$ cat src/hdl/wmm_pkg.sv
// ----------------------------------------------------------------------------
// Wildcard mask matcher package
// Shared constants and types for the wildcard mask matcher cells and top.
// ----------------------------------------------------------------------------
package wmm_pkg;

	localparam int BYTE_W       = 8;
	localparam int CFG_DATA_W   = 64;
	localparam int CFG_IDX_W    = 3;
	localparam int LEN_W        = 6;
	localparam int MASK_WORDS   = 4;
	localparam int MASK_MAX_DEF = 32;

	localparam logic [BYTE_W-1:0] STAR_CHAR = 8'h2A;
	localparam logic [BYTE_W-1:0] ANY_CHAR  = 8'h3F;
	localparam logic [BYTE_W-1:0] NUL_CHAR  = 8'h00;

	localparam logic [CFG_IDX_W-1:0] REG_MASK_LO     = 3'd0;
	localparam logic [CFG_IDX_W-1:0] REG_MASK_MID_LO = 3'd1;
	localparam logic [CFG_IDX_W-1:0] REG_MASK_MID_HI = 3'd2;
	localparam logic [CFG_IDX_W-1:0] REG_MASK_HI     = 3'd3;
	localparam logic [CFG_IDX_W-1:0] REG_MASK_LENGTH = 3'd4;

	// Per-transaction control broadcast to every cell
	typedef struct packed {
		logic step;
		logic restart;
	} ctrl_t;

	// Signals handed from one cell to the next
	typedef struct packed {
		logic act;
		logic carry;
		logic adv;
	} link_t;

endpackage

$ cat src/hdl/wmm_name_if.sv
// ----------------------------------------------------------------------------
// Wildcard mask matcher name channel
// Valid/ready channel carrying one name byte or an end-of-name marker.
// ----------------------------------------------------------------------------
interface wmm_name_if;
	logic       valid;
	logic       ready;
	logic [7:0] name_byte;
	logic       end_of_name;

	modport source (output valid, output name_byte, output end_of_name, input ready);
	modport sink   (input valid, input name_byte, input end_of_name, output ready);
endinterface

$ cat src/hdl/wmm_result_if.sv
// ----------------------------------------------------------------------------
// Wildcard mask matcher result channel
// Valid/ready channel carrying one match flag per name.
// ----------------------------------------------------------------------------
interface wmm_result_if;
	logic valid;
	logic ready;
	logic matched;

	modport source (output valid, output matched, input ready);
	modport sink   (input valid, input matched, output ready);
endinterface

$ cat src/hdl/wmm_cell.sv
// ----------------------------------------------------------------------------
// Wildcard mask matcher cell
// Holds the live bit of one mask position, applies the star closure carried
// in from the previous cell and hands the advance term to the next cell.
// ----------------------------------------------------------------------------
module wmm_cell #(
	parameter logic LIVE_INIT = 1'b0
) (
	input  logic                        clk,
	input  logic                        arst_n,
	input  wmm_pkg::ctrl_t              ctrl,
	input  logic [wmm_pkg::BYTE_W-1:0]  mask_byte,
	input  logic [wmm_pkg::BYTE_W-1:0]  name_byte,
	input  logic                        len_ok,
	input  wmm_pkg::link_t              link_in,
	output wmm_pkg::link_t              link_out,
	output logic                        live,
	output logic                        end_hit
);
	import wmm_pkg::*;

	logic live_q;
	logic act;
	logic is_star;
	logic cur;
	logic hit;

	always_comb begin
		act      = link_in.act & len_ok & (mask_byte != NUL_CHAR);
		is_star  = (mask_byte == STAR_CHAR);
		cur      = live_q | link_in.carry;
		hit      = (mask_byte == ANY_CHAR) | (mask_byte == name_byte);
		link_out.act   = act;
		link_out.carry = cur & act & is_star;
		link_out.adv   = cur & act & ~is_star & hit;
		end_hit  = cur & link_in.act & ~act;
	end

	always_ff @(posedge clk or negedge arst_n) begin
		if (!arst_n) begin
			live_q <= LIVE_INIT;
		end else if (ctrl.restart) begin
			live_q <= LIVE_INIT;
		end else if (ctrl.step) begin
			live_q <= (cur & act & is_star) | link_in.adv;
		end
	end

	assign live = live_q;

endmodule

$ cat src/hdl/wildcard_mask_matcher_unit.sv
// ----------------------------------------------------------------------------
// Wildcard mask matcher unit
// Streams file name bytes through a row of mask position cells and reports
// whether each closed name matches the configured wildcard mask.
// ----------------------------------------------------------------------------
// Throughput: one name byte or end marker per cycle while no match flag is
//   stalled on the result channel (star closure ripples along the cell row).
// Result: the match flag is registered and presented in the cycle after its end marker.
// Reset: mask words and length clear to zero, only position 0 is live and
//   the result register is empty.
module wildcard_mask_matcher_unit #(
	parameter int MASK_MAX = wmm_pkg::MASK_MAX_DEF
) (
	input  logic                             clk,
	input  logic                             arst_n,
	input  logic                             cfg_we,
	input  logic [wmm_pkg::CFG_IDX_W-1:0]    cfg_index,
	input  logic [wmm_pkg::CFG_DATA_W-1:0]   cfg_data,
	wmm_name_if.sink                         name_in,
	wmm_result_if.source                     result_out
);
	import wmm_pkg::*;

	logic [CFG_DATA_W-1:0] mask_q [MASK_WORDS];
	logic [LEN_W-1:0]      mask_length_q;
	logic                  live_end_q;
	logic                  out_valid_q;
	logic                  matched_q;

	logic                  acc;
	logic                  acc_end;
	logic                  acc_byte;
	ctrl_t                 ctrl;
	link_t                 links [MASK_MAX+1];
	logic [MASK_MAX-1:0]   end_hits;
	logic [BYTE_W-1:0]     mask_byte_w [MASK_MAX];
	logic [MASK_MAX:0]     live_vec;
	logic                  match_now;

	assign name_in.ready = ~out_valid_q | result_out.ready;
	assign acc      = name_in.valid & name_in.ready;
	assign acc_end  = acc & name_in.end_of_name;
	assign acc_byte = acc & ~name_in.end_of_name;

	always_comb begin
		ctrl.step    = acc_byte;
		ctrl.restart = acc_end;
	end

	always_ff @(posedge clk or negedge arst_n) begin
		if (!arst_n) begin
			for (int w = 0; w < MASK_WORDS; w++) begin
				mask_q[w] <= '0;
			end
			mask_length_q <= '0;
		end else if (cfg_we) begin
			case (cfg_index)
				REG_MASK_LO:     mask_q[0] <= cfg_data;
				REG_MASK_MID_LO: mask_q[1] <= cfg_data;
				REG_MASK_MID_HI: mask_q[2] <= cfg_data;
				REG_MASK_HI:     mask_q[3] <= cfg_data;
				REG_MASK_LENGTH: mask_length_q <= cfg_data[LEN_W-1:0];
				default: ;
			endcase
		end
	end

	assign links[0] = '{act: 1'b1, carry: 1'b0, adv: 1'b0};

	for (genvar i = 0; i < MASK_MAX; i++) begin : g_cell
		localparam logic LIVE_INIT = (i == 0) ? 1'b1 : 1'b0;

		assign mask_byte_w[i] = mask_q[i / 8][(i % 8) * BYTE_W +: BYTE_W];

		wmm_cell #(
			.LIVE_INIT (LIVE_INIT)
		) u_cell (
			.clk       (clk),
			.arst_n    (arst_n),
			.ctrl      (ctrl),
			.mask_byte (mask_byte_w[i]),
			.name_byte (name_in.name_byte),
			.len_ok    (LEN_W'(i) < mask_length_q),
			.link_in   (links[i]),
			.link_out  (links[i+1]),
			.live      (live_vec[i]),
			.end_hit   (end_hits[i])
		);
	end

	// Terminal position past the last cell
	always_ff @(posedge clk or negedge arst_n) begin
		if (!arst_n) begin
			live_end_q <= 1'b0;
		end else if (acc_end) begin
			live_end_q <= 1'b0;
		end else if (acc_byte) begin
			live_end_q <= links[MASK_MAX].adv;
		end
	end

	assign live_vec[MASK_MAX] = live_end_q;
	assign match_now = (|end_hits) |
		((live_end_q | links[MASK_MAX].carry) & links[MASK_MAX].act);

	always_ff @(posedge clk or negedge arst_n) begin
		if (!arst_n) begin
			out_valid_q <= 1'b0;
		end else if (acc_end) begin
			out_valid_q <= 1'b1;
		end else if (result_out.ready) begin
			out_valid_q <= 1'b0;
		end
	end

	always_ff @(posedge clk) begin
		if (acc_end) begin
			matched_q <= match_now;
		end
	end

	assign result_out.valid   = out_valid_q;
	assign result_out.matched = matched_q;

`ifndef NO_ASSERTIONS
	a_result_follows_end: assert property (@(posedge clk) disable iff (!arst_n)
		acc_end |=> result_out.valid && (result_out.matched == $past(match_now)))
		else $error("match result not presented after end of name");

	a_restart_live: assert property (@(posedge clk) disable iff (!arst_n)
		acc_end |=> (live_vec == (MASK_MAX+1)'(1)))
		else $error("live set not restarted after end of name");

	a_no_accept_when_full: assert property (@(posedge clk) disable iff (!arst_n)
		(result_out.valid && !result_out.ready) |-> !name_in.ready)
		else $error("transaction accepted while result stalled");

	a_first_pos_star_only: assert property (@(posedge clk) disable iff (!arst_n)
		(acc_byte && (mask_byte_w[0] != STAR_CHAR)) |=> !live_vec[0])
		else $error("position 0 live after a byte without a leading star");
`endif

endmodule
$ cat src/flat_wrapper.sv
// flat-port wrapper written by rule: the top's interface ports become plain ports
module wildcard_mask_matcher_unit_flat import wmm_pkg::*;
#(
	parameter int MASK_MAX = wmm_pkg::MASK_MAX_DEF
)
  (clk, arst_n, cfg_we, cfg_index, cfg_data, name_in_valid, name_in_name_byte, name_in_end_of_name, name_in_ready, result_out_valid, result_out_matched, result_out_ready);
  wmm_name_if name_in_i ();
  wmm_result_if result_out_i ();
  input  logic clk;
  input  logic arst_n;
  input  logic cfg_we;
  input  logic [wmm_pkg::CFG_IDX_W-1:0] cfg_index;
  input  logic [wmm_pkg::CFG_DATA_W-1:0] cfg_data;
  input wire logic [$bits(name_in_i.valid)-1:0] name_in_valid;
  input wire logic [$bits(name_in_i.name_byte)-1:0] name_in_name_byte;
  input wire logic [$bits(name_in_i.end_of_name)-1:0] name_in_end_of_name;
  output wire logic [$bits(name_in_i.ready)-1:0] name_in_ready;
  output wire logic [$bits(result_out_i.valid)-1:0] result_out_valid;
  output wire logic [$bits(result_out_i.matched)-1:0] result_out_matched;
  input wire logic [$bits(result_out_i.ready)-1:0] result_out_ready;
  assign name_in_i.valid = name_in_valid;
  assign name_in_i.name_byte = name_in_name_byte;
  assign name_in_i.end_of_name = name_in_end_of_name;
  assign name_in_ready = name_in_i.ready;
  assign result_out_valid = result_out_i.valid;
  assign result_out_matched = result_out_i.matched;
  assign result_out_i.ready = result_out_ready;
  wildcard_mask_matcher_unit #(.MASK_MAX(MASK_MAX)) u_core (.clk(clk), .arst_n(arst_n), .cfg_we(cfg_we), .cfg_index(cfg_index), .cfg_data(cfg_data), .name_in(name_in_i), .result_out(result_out_i));
endmodule
$ cat config.mk
export PLATFORM = sky130hd
export DESIGN_NAME = wildcard_mask_matcher_unit_flat
export DESIGN_NICKNAME = d
export VERILOG_FILES = /design/src/hdl/wmm_pkg.sv /design/src/hdl/wmm_name_if.sv /design/src/hdl/wmm_result_if.sv /design/src/hdl/wmm_cell.sv /design/src/hdl/wildcard_mask_matcher_unit.sv /design/src/flat_wrapper.sv
export SDC_FILE = /design/constraint.sdc
export NUM_CORES = 1
export LEC_CHECK = 0
export ABC_AREA = 1
export BUFFER_PORTS_ARGS = -buffer_cell sky130_fd_sc_hd__buf_4
export CORE_MARGIN = 3
export CORE_UTILIZATION = 55
export DETAILED_ROUTE_END_ITERATION = 10
export PLACE_DENSITY = 0.78
export REMOVE_ABC_BUFFERS = 1
export SLEW_MARGIN = 20
export SYNTH_ARGS = -nofsm -noshare
export SYNTH_HDL_FRONTEND = slang
export SYNTH_SLANG_ARGS = --single-unit
$ cat constraint.sdc
create_clock -name clk -period 17.7 [get_ports clk]
set_clock_uncertainty 0.1 [all_clocks]
set_input_delay 2.655 -clock clk [delete_from_list [all_inputs] [get_ports clk]]
set_output_delay 2.655 -clock clk [all_outputs]
set_load 0.005 [all_outputs]
==> impl_results.md <==
* Setup TNS at 0 ps
* Clk slew on worst S/H paths at 60 ps
* ANT cells at 0
* Die Span X at 185 um
* Critical Path Start Type: register
* Drt wl/cell at 19.7 um
* FF+latch count, synth at 297
* CTS H-Tree Depth at 2
* FFs w/ async S/R, synth at 0.997
* Vias in the first global route at 15100
* Final min period at 8330 ps
* Worst hold path type: register to register
* Most numerous cell in the Yosys netlist: nand2_1
* Setup bufs post-CTS at 0
* Pre-Repair DR Iteration Count at 5
* Total grt overflow at 0
* Post-cts resize count at 0
* Synth top area share at 0.421
* Maximum clock frequency at 120 MHz
* Synth cell types at 51
* Critical-path top delay cell: dfrtp_1
* Worst hold margin at 400 ps
* HPWL Detailed at 36400 um
* CP required at 18040 ps
* Synth Warn # at 0
* Nets@finish at 2364
* Via-to-Cell Ratio at 5.99
* Site Rows at 64
* Die Y at 185 um
* Placed Cells at 2643
* Die area at 34100 um^2
* Yosys top cell by area: dfrtp_1
* CP arrival at 8670 ps
* Pin slew with the least headroom to its limit at 1110 ps
* Iter 0 DRT Violations at 1978
* CP peak stage delay at 480 ps
* RSZ-0062 raised after global routing: no
* Synth Instances at 2254
* Wirelength, routed at 53300 um
* Core ar. at 31000 um^2
* Hold bufs inserted after CTS at 0
* Post-synth EDFFs at 1
* Clock sink count at 297
* Placer Congestion at 1.03
* Avg Inst Size Synth at 7.78 um^2
* Initial core utilization at 0.566
* DRC at 0
* Fin crit share at 0.471
* Total I/O pin count at 84
* Status: complete, no violations
* Delay-heaviest family, CP: simple AND/OR/NAND/NOR gates
* Post-Layout Cell Count at 2701
* Largest net degree at the start of global routing at 182
* First-pass GRT wire length at 83300 um
* CTS max path bufs at 3
* Power Density at 109 nW/um^2
* Kind of end point of the critical path: register
* Routed vias at 16200
* Leakage power at 0.00891 uW
* Post-route antenna net violation count at 0
* Ranking of synthesized cells by area: dfrtp_1 42%, nand2_1 12%, o21ai_0 8.8%
* Final Max Slew Viols at 0
* Top cells by count, synth: 540 x nand2_1, 309 x o21ai_0, 295 x dfrtp_1, 231 x inv_1, 123 x xnor2_1
* Max Cap Viol at 0
* Peak VDD IR at 0.0000975 V
* Final setup vio count at 0
* FILL cells at 2735
* Worst Path Max Fanout at 8
* Pwr Total at 2130 uW
* Clock latency on the worst-skew pair at 520 ps
* Synthesized area at 17500 um^2
* Sequential share of the synthesized area at 0.424
* CTS tree: built
* Layout cells sized above 1 at 0.126
* Total CTS buffers at 34
* CP dominant cell by count: nand2_2
* Top_reg_cell synth: dfrtp_1
* Total Routing Usage GR at 0.313
* Root Driver: clkbuf_16
* Final hold violations at 0
* Crit Path Class: register to register
* Port bufs at 83
* Initial antenna violation count at 0
* Synth-to-Final Area Change at 11.4%
* Max transition margin at 0.250
* WP buf/inv at 1
* Util after Layout at 0.630
==> layer usage <==
metal / track usage / up-vias / wire length, um
li1: - / 7533 / -
met1: 0.433 / 7721 / 21900
met2: 0.506 / 786 / 24500
met3: 0.0468 / 149 / 4820
met4: 0.110 / 0 / 2030
met5: 0 / - / 0
==> cells in the final DEF, fill, tap and decap left out, drive strengths merged, types with 6 or more instances in the layout <==
cell / synthesis / final
o21ai: 310 / 310
xnor2: 123 / 123
nand3: 107 / 107
o2111ai: 6 / 6
xor2: 42 / 42
nor3: 34 / 34
dfrtp: 295 / 295
buf: 12 / 94
nor4: 73 / 73
nor2: 117 / 117
nand2: 576 / 576
clkbuf: 89 / 52
nand3b: 6 / 6
inv: 244 / 243
a31oi: 6 / 6
o41ai: 8 / 8
o31ai: 13 / 13
nand4: 96 / 96
clkinv: 2 / 7
or2: 52 / 52
==> worst register-to-register path, delay by kind of cell (launching register included) <==
kind	cells	cell delay, ps
and+or+nand+nor	68	7620
DFF	1	480
buffers and inverters	1	70
==> metrics by stage <==
stage | setup slack, ps | area [um^2]
6_report | 9370 | 19500
5_1_grt | 8570 | 19500
4_1_cts | 9530 | 19500
3_5_place_dp | 9640 | 18400
3_3_place_gp | 10200 | 18400
2_1_floorplan | 11090 | 17200
==> cell families after synthesis <==
| family | synth area share |
|---|---|
| AND/OR/NAND/NOR | 0.300 |
| AO/OA/AOI/OAI | 0.118 |
| buffers and inverters | 0.0757 |
| flip-flops | 0.424 |
| XOR/XNOR | 0.0824 |
==> report_power, final <==
part	total (uW)	switching, uW	internal, uW
clock	713	279	434
sequential	941	148	793
combinational	478	290	188
total	2130	717	1420
==> registers in the layout (all words and copies together), names as in the netlist <==
register,cells
u_core.live_end_q,1
u_core.result_out.matched,1
u_core.mask_length_q,6
u_core.mask_byte_w,256
u_core.g_cell.u_cell.live,32
u_core.result_out.valid,1
==> final cells by class <==
cell class / instances / area [um^2] / area share
Clock buffer: 52 / 1040 / 0.0533
Tap cell: 396 / 495 / 0.0254
Sequential cell: 297 / 7440 / 0.381
Timing Repair Buffer: 94 / 733 / 0.0375
Inverter: 246 / 938 / 0.0480
Multi-Input combinational cell: 1610 / 8810 / 0.451
Clock inverter: 6 / 83.8 / 0.00429
==> worst paths after layout <==
| kind | startpoint | depth (start not counted) | slack [ps] | to |
|---|---|---|---|---|
| worst max-delay path | u_core.mask_length_q[1] | 69 | 9370 | u_core.g_cell[31].u_cell.live |
| worst min-delay path | u_core.g_cell[31].u_cell.live | 2 | 400 | u_core.g_cell[31].u_cell.live |
| worst max register to register | u_core.mask_length_q[1] | 69 | 9370 | u_core.g_cell[31].u_cell.live |
| max in group asynchronous | arst_n | 2 | 13950 | u_core.mask_byte_w[91] |
| worst min register to register | u_core.g_cell[31].u_cell.live | 2 | 400 | u_core.g_cell[31].u_cell.live |
| min in group asynchronous | arst_n | 1 | 2070 | u_core.mask_byte_w[206] |
(Power assumes the default switching activity.)
